### config.mk
export PLATFORM = sky130hd
export DESIGN_NAME = diagonal_window_score_segmenter
export DESIGN_NICKNAME = d
export VERILOG_FILES = /design/src/hw/rtl/dwss_pkg.sv /design/src/hw/rtl/dwss_ram.sv /design/src/hw/rtl/diagonal_window_score_segmenter.sv
export VERILOG_INCLUDE_DIRS = /design/src /design/src/hw/rtl
export SDC_FILE = /design/constraint.sdc
export NUM_CORES = 1
export LEC_CHECK = 0
export BUFFER_PORTS_ARGS = -buffer_cell sky130_fd_sc_hd__buf_2
export CAP_MARGIN = 20
export CORE_MARGIN = 1
export CORE_UTILIZATION = 63
export CTS_BUF_LIST = sky130_fd_sc_hd__clkbuf_8
export DETAILED_ROUTE_END_ITERATION = 8
export GPL_TIMING_DRIVEN = 0
export HOLD_SLACK_MARGIN = 0.05
export PLACE_DENSITY = 0.82
export SYNTH_ARGS = -nofsm -noshare
export SYNTH_HDL_FRONTEND = slang
export SYNTH_SLANG_ARGS = --single-unit
### constraint.sdc
create_clock -name clk -period 10.5 [get_ports clk]
set_input_delay 1.575 -clock clk [delete_from_list [all_inputs] [get_ports clk]]
set_output_delay 1.575 -clock clk [all_outputs]
set_load 0.1 [all_outputs]
### src/hw/rtl/assert_macros.svh
// Assertion helpers shared by the RTL. Each use names the clock and the
// active-low reset so that the check is held off while reset is asserted.
`ifndef ASSERT_MACROS_SVH
`define ASSERT_MACROS_SVH

// The condition holds at every clock edge outside reset.
`define ASSERT_ALWAYS(label, clk, rst_n, cond, msg) \
    label: assert property (@(posedge clk) disable iff (!rst_n) (cond)) \
        else $error(msg);

// The consequence holds in the same cycle as the antecedent.
`define ASSERT_IMPLIES(label, clk, rst_n, ante, cons, msg) \
    label: assert property (@(posedge clk) disable iff (!rst_n) (ante) |-> (cons)) \
        else $error(msg);

// The consequence holds in the cycle after the antecedent.
`define ASSERT_NEXT(label, clk, rst_n, ante, cons, msg) \
    label: assert property (@(posedge clk) disable iff (!rst_n) (ante) |=> (cons)) \
        else $error(msg);

`endif

### src/hw/rtl/dwss_pkg.sv
package dwss_pkg;

    localparam int SCORE_W    = 8;
    localparam int POS_W      = 16;
    localparam int COORD_W    = 17;
    localparam int WIN_REG_W  = 7;
    localparam int THR_W      = 14;
    localparam int TOTAL_W    = 15;
    localparam int CFG_ADDR_W = 3;
    localparam int APB_DATA_W = 32;

    // Input tdata: pair_score, pos_a, pos_b. Output tdata: four coordinates.
    localparam int S_TDATA_W = 40;
    localparam int M_TDATA_W = 72;
    localparam int M_PAD_W   = M_TDATA_W - 4 * COORD_W;

    localparam logic [WIN_REG_W-1:0] WINDOW_SIZE_RESET = 7'd10;
    localparam logic [THR_W-1:0]     THRESHOLD_RESET   = 14'd23;

    typedef enum logic
    {
        REG_WINDOW_SIZE = 1'b0,
        REG_THRESHOLD   = 1'b1
    } cfg_reg_t;

endpackage

### src/hw/rtl/dwss_ram.sv
module dwss_ram #(
    parameter int WIDTH = 8,
    parameter int DEPTH = 64
) (
    input  logic                     clk,
    input  logic                     we,
    input  logic [$clog2(DEPTH)-1:0] waddr,
    input  logic [WIDTH-1:0]         wdata,
    input  logic [$clog2(DEPTH)-1:0] raddr,
    output logic [WIDTH-1:0]         rdata
);

    logic [WIDTH-1:0] mem_reg [DEPTH];
    logic [WIDTH-1:0] rdata_reg;

    // Read-first: a read of the address being written returns the old word.
    always_ff @(posedge clk)
    begin
        if (we)
        begin
            mem_reg[waddr] <= wdata;
        end
        rdata_reg <= mem_reg[raddr];
    end

    assign rdata = rdata_reg;

endmodule

### src/hw/rtl/diagonal_window_score_segmenter.sv
// An accepted pair is held in the input register, then processed into the result register.
// Throughput: one pair per cycle while the output is not stalled; the window sum
// is one add, subtract and compare between the input register and the result
// register; the delay-line RAM is read ahead from the next pointer and window size.
// Reset: rst_n clears the run state, the pointer and the valid flags of both pipeline
// stages at once; the delay-line RAM is not cleared, an entry is read only once written.
`include "assert_macros.svh"

module diagonal_window_score_segmenter #(
    parameter int MAX_WINDOW  = 64,
    parameter int MAX_SEQ_LEN = 65536
) (
    input  logic                                clk,
    input  logic                                rst_n,

    input  logic                                psel,
    input  logic                                penable,
    input  logic                                pwrite,
    input  logic [dwss_pkg::CFG_ADDR_W-1:0]     paddr,
    input  logic [dwss_pkg::APB_DATA_W-1:0]     pwdata,
    output logic [dwss_pkg::APB_DATA_W-1:0]     prdata,
    output logic                                pready,

    input  logic                                s_tvalid,
    output logic                                s_tready,
    // s_tdata from bit 0: pair_score[7:0], pos_a[15:0], pos_b[15:0]
    input  logic [dwss_pkg::S_TDATA_W-1:0]      s_tdata,
    input  logic                                s_tlast,   // last_of_diagonal
    // s_tuser from bit 0: first_of_diagonal
    input  logic [0:0]                          s_tuser,

    output logic                                m_tvalid,
    input  logic                                m_tready,
    // m_tdata from bit 0: seg_start_a, seg_start_b, seg_end_a, seg_end_b, zero pad
    output logic [dwss_pkg::M_TDATA_W-1:0]      m_tdata
);

    import dwss_pkg::*;

    localparam int AW = $clog2(MAX_WINDOW);
    localparam int WW = $clog2(MAX_WINDOW + 1);
    localparam int IW = AW + 1;
    localparam int SW = $clog2(MAX_SEQ_LEN);
    localparam int MW = ((SW > POS_W) ? SW : POS_W) + 2;
    // The quotient of a position by the sequence length stays below 2^9,
    // since the length is at least 256.
    localparam int QW = 9;
    localparam int PW = POS_W + QW;
    localparam int RECIP = (1 << POS_W) / MAX_SEQ_LEN;
    localparam logic [QW-1:0] RECIP_C = QW'(RECIP);

    // Configuration registers
    logic [WIN_REG_W-1:0] window_size_reg;
    logic [THR_W-1:0]     threshold_reg;
    logic                 cfg_write;

    // Input stage
    logic                 in_valid_reg;
    logic [SCORE_W-1:0]   in_score_reg;
    logic [POS_W-1:0]     in_pos_a_reg;
    logic [POS_W-1:0]     in_pos_b_reg;
    logic                 in_first_reg;
    logic                 in_last_reg;
    logic [QW-1:0]        in_quot_a_reg;
    logic [QW-1:0]        in_quot_b_reg;
    logic [PW-1:0]        prod_a;
    logic [PW-1:0]        prod_b;

    // Window and run state
    logic [AW-1:0]        ptr_reg;
    logic [TOTAL_W-1:0]   total_reg;
    logic [WW-1:0]        fill_count_reg;
    logic                 run_open_reg;
    logic [SW-1:0]        run_start_a_reg;
    logic [SW-1:0]        run_start_b_reg;
    logic                 byp_hit_reg;
    logic [SCORE_W-1:0]   byp_data_reg;

    // Result stage
    logic                 out_valid_reg;
    logic [COORD_W-1:0]   out_start_a_reg;
    logic [COORD_W-1:0]   out_start_b_reg;
    logic [COORD_W-1:0]   out_end_a_reg;
    logic [COORD_W-1:0]   out_end_b_reg;

    logic                 process;
    logic [WW-1:0]        win_eff;
    logic [AW-1:0]        ptr_inc;
    logic [AW-1:0]        ptr_next;
    logic [IW-1:0]        rd_sum;
    logic [AW-1:0]        rd_addr;
    logic [SCORE_W-1:0]   ram_rdata;
    logic [SCORE_W-1:0]   old_score;
    logic [WW-1:0]        fill_base;
    logic [WW-1:0]        fill_next;
    logic [TOTAL_W-1:0]   total_base;
    logic [TOTAL_W-1:0]   total_next;
    logic [TOTAL_W-1:0]   thr_ext;
    logic                 open_base;
    logic                 full_pre;
    logic                 full_post;
    logic                 below;
    logic                 close_emit;
    logic                 open_fire;
    logic                 open_next;
    logic                 emit;
    logic [SW-1:0]        start_a_next;
    logic [SW-1:0]        start_b_next;
    logic [COORD_W-1:0]   seg_start_a;
    logic [COORD_W-1:0]   seg_start_b;
    logic [COORD_W-1:0]   seg_end_a;
    logic [COORD_W-1:0]   seg_end_b;

    // Zero-based run start: (pos - (win - 1)) modulo the sequence length.
    // The quotient estimate from the input stage is low by at most one.
    function automatic logic [SW-1:0] run_start_of(
        input logic [POS_W-1:0] pos,
        input logic [QW-1:0]    quot,
        input logic [WW-1:0]    win
    );
        logic [MW-1:0] rem;
        logic [MW-1:0] back;
        rem  = MW'(pos) - MW'(quot) * MW'(MAX_SEQ_LEN);
        if (rem >= MW'(MAX_SEQ_LEN))
        begin
            rem = rem - MW'(MAX_SEQ_LEN);
        end
        back = MW'(win) - MW'(1);
        if (rem >= back)
        begin
            rem = rem - back;
        end
        else
        begin
            rem = rem + MW'(MAX_SEQ_LEN) - back;
        end
        return rem[SW-1:0];
    endfunction

    // ------------------------------------------------------------------
    // Configuration port
    // ------------------------------------------------------------------
    assign pready    = 1'b1;
    assign cfg_write = psel && penable && pwrite && pready;

    always_ff @(posedge clk or negedge rst_n)
    begin
        if (!rst_n)
        begin
            window_size_reg <= WINDOW_SIZE_RESET;
            threshold_reg   <= THRESHOLD_RESET;
        end
        else if (cfg_write)
        begin
            case (cfg_reg_t'(paddr[2]))
                REG_WINDOW_SIZE: window_size_reg <= pwdata[WIN_REG_W-1:0];
                REG_THRESHOLD:   threshold_reg   <= pwdata[THR_W-1:0];
                default:         ;
            endcase
        end
    end

    always_comb
    begin
        case (cfg_reg_t'(paddr[2]))
            REG_WINDOW_SIZE: prdata = APB_DATA_W'(window_size_reg);
            REG_THRESHOLD:   prdata = APB_DATA_W'(threshold_reg);
            default:         prdata = '0;
        endcase
    end

    // ------------------------------------------------------------------
    // Input stage
    // ------------------------------------------------------------------
    assign process  = in_valid_reg && (!out_valid_reg || m_tready);
    assign s_tready = !in_valid_reg || process;

    assign prod_a = PW'(s_tdata[SCORE_W +: POS_W]) * PW'(RECIP_C);
    assign prod_b = PW'(s_tdata[SCORE_W + POS_W +: POS_W]) * PW'(RECIP_C);

    always_ff @(posedge clk or negedge rst_n)
    begin
        if (!rst_n)
        begin
            in_valid_reg <= 1'b0;
        end
        else if (s_tready)
        begin
            in_valid_reg <= s_tvalid;
        end
    end

    always_ff @(posedge clk)
    begin
        if (s_tvalid && s_tready)
        begin
            in_score_reg  <= s_tdata[SCORE_W-1:0];
            in_pos_a_reg  <= s_tdata[SCORE_W +: POS_W];
            in_pos_b_reg  <= s_tdata[SCORE_W + POS_W +: POS_W];
            in_first_reg  <= s_tuser[0];
            in_last_reg   <= s_tlast;
            in_quot_a_reg <= prod_a[PW-1:POS_W];
            in_quot_b_reg <= prod_b[PW-1:POS_W];
        end
    end

    // ------------------------------------------------------------------
    // Delay line
    // ------------------------------------------------------------------
    always_comb
    begin
        if (window_size_reg == '0)
        begin
            win_eff = WW'(1);
        end
        else if (int'(window_size_reg) > MAX_WINDOW)
        begin
            win_eff = WW'(MAX_WINDOW);
        end
        else
        begin
            win_eff = WW'(window_size_reg);
        end
    end

    assign ptr_inc  = (ptr_reg == AW'(MAX_WINDOW - 1)) ? '0 : ptr_reg + AW'(1);
    assign ptr_next = process ? ptr_inc : ptr_reg;

    // The read for the next transaction is issued from the pointer it will see.
    assign rd_sum  = (IW'(ptr_next) >= IW'(win_eff)) ?
                     IW'(ptr_next) - IW'(win_eff) :
                     IW'(ptr_next) + IW'(MAX_WINDOW) - IW'(win_eff);
    assign rd_addr = rd_sum[AW-1:0];

    dwss_ram #(
        .WIDTH (SCORE_W),
        .DEPTH (MAX_WINDOW)
    ) u_delay_line (
        .clk   (clk),
        .we    (process),
        .waddr (ptr_reg),
        .wdata (in_score_reg),
        .raddr (rd_addr),
        .rdata (ram_rdata)
    );

    // With a window of one the entry read is the one written in the same cycle.
    assign old_score = byp_hit_reg ? byp_data_reg : ram_rdata;

    // ------------------------------------------------------------------
    // Window sum and run tracking
    // ------------------------------------------------------------------
    always_comb
    begin
        fill_base  = in_first_reg ? '0 : fill_count_reg;
        total_base = in_first_reg ? '0 : total_reg;
        open_base  = in_first_reg ? 1'b0 : run_open_reg;

        full_pre   = fill_base >= win_eff;
        total_next = total_base +
                     {{(TOTAL_W - SCORE_W){in_score_reg[SCORE_W-1]}}, in_score_reg};
        if (full_pre)
        begin
            total_next = total_next -
                         {{(TOTAL_W - SCORE_W){old_score[SCORE_W-1]}}, old_score};
        end

        fill_next = (fill_base == WW'(MAX_WINDOW)) ? fill_base : fill_base + WW'(1);
        full_post = fill_next >= win_eff;

        thr_ext = {{(TOTAL_W - THR_W){threshold_reg[THR_W-1]}}, threshold_reg};
        below   = $signed(total_next) < $signed(thr_ext);

        close_emit = full_post && open_base && below;
        open_fire  = full_post && !open_base && !below;
        open_next  = (open_base && !close_emit) || open_fire;
        emit       = close_emit || (in_last_reg && open_next);

        start_a_next = open_fire ?
                       run_start_of(in_pos_a_reg, in_quot_a_reg, win_eff) : run_start_a_reg;
        start_b_next = open_fire ?
                       run_start_of(in_pos_b_reg, in_quot_b_reg, win_eff) : run_start_b_reg;

        seg_start_a = COORD_W'(MW'(start_a_next) + MW'(1));
        seg_start_b = COORD_W'(MW'(start_b_next) + MW'(1));

        // A run closed by the sum ends at the previous pair; one closed by
        // the end of the diagonal ends at this pair.
        if (close_emit)
        begin
            seg_end_a = COORD_W'(in_pos_a_reg);
            seg_end_b = COORD_W'(in_pos_b_reg);
        end
        else
        begin
            seg_end_a = COORD_W'(in_pos_a_reg) + COORD_W'(1);
            seg_end_b = COORD_W'(in_pos_b_reg) + COORD_W'(1);
        end
    end

    always_ff @(posedge clk or negedge rst_n)
    begin
        if (!rst_n)
        begin
            ptr_reg         <= '0;
            total_reg       <= '0;
            fill_count_reg  <= '0;
            run_open_reg    <= 1'b0;
            run_start_a_reg <= '0;
            run_start_b_reg <= '0;
            byp_hit_reg     <= 1'b0;
        end
        else
        begin
            byp_hit_reg <= process && (ptr_reg == rd_addr);
            if (process)
            begin
                ptr_reg         <= ptr_inc;
                total_reg       <= in_last_reg ? '0 : total_next;
                fill_count_reg  <= in_last_reg ? '0 : fill_next;
                run_open_reg    <= in_last_reg ? 1'b0 : open_next;
                run_start_a_reg <= start_a_next;
                run_start_b_reg <= start_b_next;
            end
        end
    end

    always_ff @(posedge clk)
    begin
        byp_data_reg <= in_score_reg;
    end

    // ------------------------------------------------------------------
    // Result stage
    // ------------------------------------------------------------------
    always_ff @(posedge clk or negedge rst_n)
    begin
        if (!rst_n)
        begin
            out_valid_reg <= 1'b0;
        end
        else if (process)
        begin
            out_valid_reg <= emit;
        end
        else if (m_tready)
        begin
            out_valid_reg <= 1'b0;
        end
    end

    always_ff @(posedge clk)
    begin
        if (process && emit)
        begin
            out_start_a_reg <= seg_start_a;
            out_start_b_reg <= seg_start_b;
            out_end_a_reg   <= seg_end_a;
            out_end_b_reg   <= seg_end_b;
        end
    end

    assign m_tvalid = out_valid_reg;
    assign m_tdata  = {{M_PAD_W{1'b0}}, out_end_b_reg, out_end_a_reg,
                       out_start_b_reg, out_start_a_reg};

    // ------------------------------------------------------------------
    // Assertions
    // ------------------------------------------------------------------
    `ASSERT_ALWAYS(a_ptr_range, clk, rst_n, ptr_reg <= AW'(MAX_WINDOW - 1), "pointer out of range")
    `ASSERT_IMPLIES(a_open_has_fill, clk, rst_n, run_open_reg, fill_count_reg != '0, "run open on empty window")
    `ASSERT_NEXT(a_last_clears, clk, rst_n, process && in_last_reg, !run_open_reg && (fill_count_reg == '0) && (total_reg == '0), "diagonal end did not clear the window")
    `ASSERT_IMPLIES(a_out_from_process, clk, rst_n, $rose(m_tvalid), $past(process), "result appeared without a processed transaction")

endmodule
Word level (Yosys, flattened, before mapping)
Memories as Yosys holds them, arrays and structs flattened. A register that Yosys moved wholly into a read port is not among the register bits.
Index checks and enable logic that the tools add are counted.
- flip-flop bits (word level): 203
- RAM bits: 512
- output and inout port bits: 107
- logic and storage cells: 109
- memories kept: 1
- $add $sub $neg: 20
- magnitude comparators: 9
- equality and inequality tests: 3
- multiplexer cells: 27
- bitwise logic cells: 1
- reduce and logical (&&, ||, !) cells: 25
- memory list (name ; depth ; width ; read ports ; clocked after memory_dff ; write ports ; RTL line ; text):
    u_delay_line.mem_reg ; 64 ; 8 ; 1 ; 1 ; 1 ; dwss_ram.sv:13 ; logic [WIDTH-1:0] mem_reg [DEPTH];
- operators with widths (operator ; count):
    $mux 16 ; 6
    $add 16x1->17 const B ; 4
    $pmux 32 s2 ; 1
    $sub 16x16->16 ; 4
    $mux 15 ; 3
    $ge 18x18->1 ; 2
    $mux 18 ; 2
    $sub 16x17->18 const B ; 2
    $mux 7 ; 5
    $ge 16x17->1 const B ; 2
    $add 16x1->16 const B ; 2
    $mux 6 ; 3
    $add 15x15->15 ; 1
    $lt 15x14->1 ; 1
    $sub 15x15->15 ; 1
    $ge 7x7->1 ; 2
    $add 6x1->6 const B ; 2
    $logic_and 1x1->1 ; 12
    $sub 6x6->6 ; 2
    $mux 8 ; 1
    $sub 7x1->8 const B ; 1
    $add 7x1->7 const B ; 1
    $eq 7x7->1 const B ; 1
    $ge 6x7->1 ; 1
    10 further kinds ; 23

Logic depth before layout (Yosys ltp)
Gate-level depths: netlist of the first run.
- depth in word-level cells: 13
- depth in mapped cells: 35
- depth with buffers taken out: 31

Modules after synthesis
A second synthesis of the first run with hierarchy kept.
- cells, all modules: 2251
- area total of the unflattened synthesis: 33498.4 sq um
- modules (own cells, without submodules) (module ; times used ; cells an instance ; area an instance (sq um) ; sequential area each (sq um)):
    dwss_ram ; 1 ; 940 ; 20166.8 ; 15534.9
    diagonal_window_score_segmenter ; 1 ; 1311 ; 13331.5 ; 5597.9

Least setup slack after synthesis of the first run
No wires, ideal clock.
- path kind: register to register
- start point: register in_score_reg[0]
- end point: register out_end_a_reg[0], enable pin
- library setup time: 0.518 ns
- arrival time: 8.732 ns
- setup slack: 1.251 ns
- stages on the path, launching flop included: 24
- buffers on the path: 0
- clock period less this slack: 9.249 ns
- cells stage by stage: edfxtp_1 ha_1 fa_1 a21o_1 a21oi_1 o21ai_0 a31oi_1 xnor2_1 ha_1 nand3_1 a211oi_1 nor3_1 o41ai_1 xor2_1 nand2_1 xnor2_1 ha_1 a31oi_1 o21ai_0 a21oi_1 mux2_2 nor3_1 nand3_1 a21oi_1
- cells in the longest elaborated chain, start to end: 11
- elaborated cells on any way between the ends: 13
- those cells by class: 2 x add/sub; 1 x order compare; 1 x mux; 9 x reduce/logical
- RTL lines (element ; RTL line ; text):
    start: declaration ; diagonal_window_score_segmenter.sv:59 ; logic [SCORE_W-1:0] in_score_reg;
    start signal: assignment ; diagonal_window_score_segmenter.sv:197 ; in_score_reg <= s_tdata[SCORE_W-1:0];
    $add 15x15->15 (*) ; diagonal_window_score_segmenter.sv:260 ; total_next = total_base +
    $sub 15x15->15 ; diagonal_window_score_segmenter.sv:264 ; total_next = total_next -
    $mux 15 (*) ; diagonal_window_score_segmenter.sv:262 ; if (full_pre)
    $lt 15x14->1 (*) ; diagonal_window_score_segmenter.sv:272 ; below = $signed(total_next) < $signed(thr_ext);
    $logic_and 1x1->1 ; diagonal_window_score_segmenter.sv:274 ; close_emit = full_post && open_base && below;
    $logic_not 1->1 ; diagonal_window_score_segmenter.sv:276 ; open_next = (open_base && !close_emit) || open_fire;
    $logic_and 1x1->1 ; diagonal_window_score_segmenter.sv:276 ;
    $logic_or 1x1->1 ; diagonal_window_score_segmenter.sv:276 ;
    $logic_and 1x1->1 ; diagonal_window_score_segmenter.sv:277 ; emit = close_emit || (in_last_reg && open_next);
    $logic_or 1x1->1 (*) ; diagonal_window_score_segmenter.sv:277 ;
    $logic_and 1x1->1 (*) ; diagonal_window_score_segmenter.sv:354 ; if (process && emit)
    end signal: assignment ; diagonal_window_score_segmenter.sv:358 ; out_end_a_reg <= seg_end_a;
    end: declaration ; diagonal_window_score_segmenter.sv:83 ; logic [COORD_W-1:0] out_end_a_reg;
Mark *: on every way between the ends. The rest lies on a longest branch, timed or not.
A chain may end at the register's enable or synchronous reset.

Final worst setup path of the first run
- start point: register in_first_reg
- end point: register out_start_b_reg[14], data pin
- cells in the longest elaborated chain, start to end: 9
- elaborated cells on any way between the ends: 18
- those cells by class: 4 x add/sub; 3 x order compare; 1 x eq/ne; 6 x mux; 4 x reduce/logical
- RTL lines (element ; RTL line ; text):
    start: declaration ; diagonal_window_score_segmenter.sv:62 ; logic in_first_reg;
    start signal: assignment ; diagonal_window_score_segmenter.sv:200 ; in_first_reg <= s_tuser[0];
    $mux 15 ; diagonal_window_score_segmenter.sv:256 ; total_base = in_first_reg ? '0 : total_reg;
    $add 15x15->15 ; diagonal_window_score_segmenter.sv:260 ;
    $sub 15x15->15 ; diagonal_window_score_segmenter.sv:264 ;
    $mux 15 ; diagonal_window_score_segmenter.sv:262 ;
    $lt 15x14->1 ; diagonal_window_score_segmenter.sv:272 ;
    $logic_not 1->1 ; diagonal_window_score_segmenter.sv:275 ; open_fire = full_post && !open_base && !below;
    $logic_and 1x1->1 (*) ; diagonal_window_score_segmenter.sv:275 ;
    $mux 16 (*) ; diagonal_window_score_segmenter.sv:281 ; start_b_next = open_fire ?
    named net start_b_next[0] ; diagonal_window_score_segmenter.sv:108 ; logic [SW-1:0] start_b_next;
    $add 16x1->17 (*) ; diagonal_window_score_segmenter.sv:285 ; seg_start_b = COORD_W'(MW'(start_b_next) + MW'(1));
    named net seg_start_b[14] ; diagonal_window_score_segmenter.sv:110 ; logic [COORD_W-1:0] seg_start_b;
    end signal: assignment ; diagonal_window_score_segmenter.sv:357 ; out_start_b_reg <= seg_start_b;
    end: declaration ; diagonal_window_score_segmenter.sv:82 ; logic [COORD_W-1:0] out_start_b_reg;
Mark *: on every way through the listed nets, which the timed path passes. The rest lies on a longest branch.

==> results of run 1 <==
[layout by cell type, fill, tap and decap left out, types with 6 or more instances in the layout]
cell type	instances
a211oi_1	13
a21o_1	17
a21oi_1	70
a22o_1	19
a31oi_1	11
and2_1	13
and3_1	16
buf_16	16
buf_2	164
buf_4	26
clkbuf_1	47
clkbuf_8	116
clkinv_1	19
clkinv_2	19
conb_1	40
dfrtp_1	79
dfstp_2	6
dfxtp_1	16
edfxtp_1	622
ha_1	99
inv_1	88
mux2_2	48
mux2i_1	31
mux4_2	160
nand2_1	112
nand2b_1	16
nand3_1	33
nand3b_1	6
nand4_1	21
nor2_1	126
nor2b_1	41
nor3_1	35
o21a_1	17
o21ai_0	46
o21ai_1	7
o21bai_1	6
or2_2	6
or3_1	8
xnor2_1	80
xor2_1	52
[metal layers]
layer  wire length [µm]  vias up  track usage (%)
li1                   -     8584                -
met3               6370      214             6.11
met1              28700     9783             38.0
met5                  0        -                0
met2              37700     1035             48.2
met4               3100        0             13.1
[Yosys cell counts, types with 6 or more instances]
master and number:
a211oi_1 13, a21o_1 17, a21oi_1 71, a22o_1 19, a31oi_1 11, and2_1 14, and3_1 16, buf_2 19
buf_4 25, clkbuf_1 47, dfrtp_1 79, dfstp_2 6, dfxtp_1 16, edfxtp_1 622, ha_1 99, inv_1 44
mux2_2 48, mux2i_1 31, mux4_2 160, nand2_1 112, nand2b_1 16, nand3_1 33, nand3b_1 6, nand4_1 21
nor2_1 126, nor2b_1 41, nor3_1 35, o21a_1 17, o21ai_0 46, o21ai_1 7, o21bai_1 6, or2_2 6
or3_1 8, xnor2_1 80, xor2_1 52
[worst max-delay path by stage]
stage,slack (ns),cells past startpoint,endpoint
2_1_floorplan,1.25,23,out_end_a_reg[0]
3_3_place_gp,-1.70,24,m_tvalid
3_5_place_dp,1.55,34,out_start_b_reg[14]
4_1_cts,1.48,34,out_start_b_reg[14]
5_1_grt,0.75,34,out_start_b_reg[14]
6_report,1.43,34,out_start_b_reg[14]
[power breakdown]
group | leakage (nW) | total [W] | switching (W) | internal (W)
registers | 6.83 | 0.00360 | 0.000156 | 0.00345
clock network | 1.23 | 0.00217 | 0.00109 | 0.00108
logic | 5.35 | 0.00583 | 0.00341 | 0.00242
[cell families (layout without fill, tap and decap cells)]
logic type      Yosys count  after routing  synth area share (%)
compound gates          248            248                  5.11
xor+xnor                133            133                  3.58
other cells               2             45                0.0229
mux                     241            241                  13.7
simple gates            462            462                  7.08
flops                   723            723                  64.5
buf+inv                 139            512                  1.95
fa+ha+maj               104            104                  4.09
[cell type report]
type                       instances  area (µm²)  share of cell area, %
timing repair buffer             167        1260                   3.40
multi-input combinational       1228       11100                   30.0
antenna                            5        12.5                 0.0337
buffer                            95         474                   1.28
sequential                       723       21100                   56.9
clock inverter                    90         470                   1.27
clock buffer                     116        1600                   4.30
tap                              680         851                   2.29
inverter                          44         165                  0.445
[metrics by stage]
| step | area [µm²] | hold WS, ns | setup WS (ns) | TNS [ns] | power (W) |
|---|---|---|---|---|---|
| CTS | 37100 | 0.489 | 1.48 | 0 | 0.0116 |
| floorplan | 32900 | 0.444 | 1.25 | 0 | 0.00778 |
| global route | 37100 | 0.509 | 0.745 | 0 | 0.0121 |
| global placement | 34500 | 0.461 | -1.70 | -114.49 | 0.00919 |
| finish | 37100 | 0.489 | 1.43 | 0 | 0.0116 |
| detailed placement | 35000 | 0.474 | 1.55 | 0 | 0.00941 |
[worst register-to-register path: cells and delay by family, from the launching register on]
family,cells,cell delay (ns)
AOI/OAI and AO/OA,12,3.09
buffers and inverters,5,1.49
adders and majority gates,4,1.44
and+or+nand+nor,8,1.06
xor gates and xnor gates,4,0.72
DFF,1,0.57
muxes,1,0.42
==> metrics, run 1 <==
status=finished, final reports clean; initial antenna violation count=5; DP HPWL=53.8 mm; Worst R2R Path Depth=34; placed cell count=slightly below 3000; I/O pins=roughly 190; Hold Path Stages=2; Yosys Warn Count=0; period utilization=86.3%; fmax=about 0.11 GHz; number of flip-flops in the largest register=512; critical setup path kind=reg2reg; Seq/Total Area, Yosys=between 60% and 70%; total grt overflow=0; FP Rows=83; Synth Instances=2052; r2r setup slk=approximately 1.4 ns; Max-cap violations=0; Top delay family on crit path=compound AO/OA/AOI/OAI gates; Die Ht=about 230 µm; Die X=approximately 230 µm; Syn Area/Cell=16.0 µm²; RR Startpoint=in_first_reg; Hold Path Origin=run_start_a_reg[15]; WHS Endpoint=run_start_a_reg[15]; Max Slew Vio Count=0; Max FO, Critical Path=10; number of fill cells=~3100; Clk pin slew, worst setup/hold paths=roughly 0.07 ns; area grow syn2layout=13.3%; Async SR Flop Fraction=11.8%; clock tree from TritonCTS=built; via count=19616; Synth Register Bits=723; initial core utilization=a little under two thirds; critical path required time=10.96 ns; final hold vios=0; Root Driver=clkbuf_8; pwr dens=313 mW/mm²; R2R Path End=out_start_b_reg[14]; largest net degree at the start of global routing=between 40 and 50; number of buffer cells added on primary ports=146; Post-Layout Cell Count=approximately 3100; CP startpoint kind=flip-flop; final wirelength=about 76 mm; Post-synth EDFFs=~620; Placeable Area=approximately 0.05 mm²; critical path's largest stage delay=0.57 ns; vias in the first global route=between 20000 and 25000; drt drc=0; Netlist Area Pre-Place=approximately 0.033 mm²; Final Critical Period=9.07 ns; Data arrival, critical path=around 9.5 ns; drt wl/cell=24.1 µm; Setup crit end kind=flip-flop; GP Congestion=roughly 0.9; Antenna Nets Post-Route=0; CTS resizes=0; peak supply drop=0.268 mV; via/cell ratio=between 6 and 7; Main synth FF type=edfxtp_1; CTS Sinks=723; Skew-Pair Late Insertion Delay=between 0.7 and 0.8 ns; total track usage=between 20 and 30%; launch point of the critical path=in_first_reg; Post-CTS Setup Bufs=0; # H-tree levels=3; clk buf depth=3; die area=0.0529 mm²; worst path buffer plus inverter count=5; fin util=between 70% and 80%; top cell type by total area after synthesis=edfxtp_1; RSZ-0062 raised after global routing=false; nets=2557; worst hold path type=reg2reg; global-route wire length before repair=roughly 120 mm; worst relative slew slack=between 20% and 30%; slowest library cell on the worst path=edfxtp_1; Synth top area share=57.0%; TritonRoute pass-1 iters=8; Setup Viol. Count Final=0; leakage=roughly 13 nW; Layout Skew=between 0.05 and 0.06 ns; Starting DRT DRC Count=around 2100; layout cell share with drive strength beyond 1=24.4%; slew of the pin with the lowest slew margin=approximately 1.1 ns; hold buffers post-CTS=0; Cell variety after synth=86; CTS Buf Count=between 100 and 150; synth top area cells=edfxtp_1 (57%), mux4_2 (11%), dfrtp_1 (6.0%)
No activity file was read; power rests on OpenSTA's default activity.
==> inputs of run 2 (changes only) <==
- ABC_AREA: unset -> 1
- CORE_UTILIZATION: 63 -> 64
- PLACE_DENSITY: 0.82 -> 0.83
- SYNTH_HIERARCHICAL: unset -> 1
==> run 2 against run 1 <==
Net effect:
- the run now ends with design-rule violations left
- sequential share of layout area fell by 3.7 points
- critical path depth rose by 5
- via count rose by 41%
- global-route usage rose by 5.9 points
- synthesized area rose by 6.6%
==> metrics, run 2 <==
status=finished, violations left; failing checks=design-rule violations; RSZ-0062 raised after global routing=false; drt drc=3; I/O pins=around 190; number of buffer cells added on primary ports=~150; most frequent cells in the layout=nand2_1 (1040), edfxtp_1 (622), nand3_1 (503), inv_1 (272), buf_2 (186); largest net degree at the start of global routing=51; layout cell share with drive strength beyond 1=approximately 14%; nets=3989; final hold slack=just under 0.5 ns; critical setup path kind=reg2reg; TritonRoute pass-1 iters=9; fmax=about 0.13 GHz; via/cell ratio=around 6.0; Synth top area share=a little over half; GP Congestion=just over 1; FP Rows=85; slowest library cell on the worst path=buf_1; Async SR Flop Fraction=11.8%; Main synth FF type=edfxtp_1; Root Driver=clkbuf_8; global-route wire length before repair=approximately 150 mm; Post-synth EDFFs=~620; most common library cells after synthesis=nand2_1 (1040), edfxtp_1 (622), nand3_1 (503); Skew-Pair Late Insertion Delay=between 0.7 and 0.8 ns; CP startpoint kind=flip-flop; CTS Buf Count=roughly 110; Hold Path Stages=2; Die Ht=between 200 and 250 µm; slew of the pin with the lowest slew margin=between 1 and 1.5 ns; Seq/Total Area, Yosys=~61%; worst relative slew slack=30.3%; clk buf depth=3; Placeable Area=about 0.054 mm²; Max FO, Critical Path=34; Netlist Area Pre-Place=0.0349 mm²; top cell type by total area after synthesis=edfxtp_1; die area=approximately 0.055 mm²; CTS Sinks=a little over 700; Synth Instances=around 3500; Antenna Nets Post-Route=0; Syn Area/Cell=roughly 10 µm²; Yosys Warn Count=6; fin util=73.7%; number of flip-flops in the largest register=around 510; Crit path top cell by count=nand2_1; critical path required time=about 11 ns; Max Slew Vio Count=0; CTS resizes=0; Cell variety after synth=49; Synth Register Bits=723; hold buffers post-CTS=0; total grt overflow=0; Setup Viol. Count Final=0; Post-CTS Setup Bufs=0; # H-tree levels=3; Final Critical Period=a little under 8 ns; setup TNS=0 ns; Clk pin slew, worst setup/hold paths=approximately 0.070 ns; clock tree from TritonCTS=built; Data arrival, critical path=approximately 8.1 ns; Die X=approximately 240 µm; final hold vios=0; Starting DRT DRC Count=roughly 3500; cell with the most instances after synthesis=nand2_1; area grow syn2layout=13.6%; DP HPWL=~69 mm; Worst R2R Path Depth=39; Setup crit end kind=flip-flop; via count=about 28000; total track usage=35.3%; period utilization=73.4%; initial antenna violation count=5; Max-cap violations=0; vias in the first global route=~27000; most common cell after layout, fill and taps aside=nand2_1; initial core utilization=between 60% and 70%; drt wl/cell=between 20 and 25 µm; critical path's largest stage delay=0.52 ns; worst hold path type=reg2reg; Layout Skew=slightly above 0.05 ns; synth top area cells=edfxtp_1 (53%), nand2_1 (11%), nand3_1 (7.2%); final wirelength=97.5 mm
[run 2: metrics by stage]
step | area [µm²] | cells | worst slack (ns)
6_report | 39700 | 4598 | 2.79
4_1_cts | 39700 | 4595 | 2.86
3_5_place_dp | 37400 | 4386 | 2.95
5_1_grt | 39700 | 4596 | 2.30
2_1_floorplan | 35100 | 3514 | 1.91
3_3_place_gp | 36700 | 4357 | -1.18
[run 2: cells by family (layout without fill, tap and decap cells)]
group | Yosys count | in the layout | synth area share (%)
mux | 7 | 7 | 0.204
buf+inv | 436 | 821 | 6.29
compound gates | 217 | 217 | 3.34
flops | 723 | 723 | 60.5
fa+ha+maj | 102 | 102 | 3.76
simple gates | 1893 | 1893 | 23.4
xor+xnor | 97 | 97 | 2.43
other cells | 2 | 42 | 0.0215
[run 2: layout make-up]
type	instances	area, µm²
sequential	723	21100
tap	696	871
antenna	3	7.51
multi-input combinational	2355	11800
clock inverter	90	661
fill	3628	14100
buffer	178	1220
timing repair buffer	176	1380
inverter	258	973
clock buffer	119	1640
[run 2: worst max-delay path, delay by kind of cell (launching register included)]
kind | cells | cell delay (ns)
fa+ha+maj | 4 | 1.32
simple gates | 15 | 1.56
flops | 1 | 0.48
compound gates | 9 | 1.54
xor+xnor | 2 | 0.33
buf+inv | 9 | 2.10
[run 2: per-layer routing]
metal | track usage [%] | up-vias | share of wire [%]
met2 | 54.8 | 1883 | 46
met5 | 0 | - | 0.042
met1 | 46.4 | 13000 | 37
li1 | - | 12491 | -
met3 | 9.18 | 369 | 13
met4 | 17.6 | 6 | 4.9
[run 2: final timing paths]
check	slack (ns)	to	from
worst max-delay path	2.79	out_end_b_reg[8]	in_first_reg
worst min-delay path	0.48	run_start_b_reg[15]	run_start_b_reg[15]
worst max register to register	2.79	out_end_b_reg[8]	in_first_reg
worst min register to register	0.48	run_start_b_reg[15]	run_start_b_reg[15]
max in group asynchronous	8.97	window_size_reg[3]	rst_n
min in group asynchronous	0.83	run_start_a_reg[7]	rst_n
Power of run 2 is left out: the tool's default activity adds up to more than one toggle a clock period on the data nets, which glitch-free logic cannot reach.
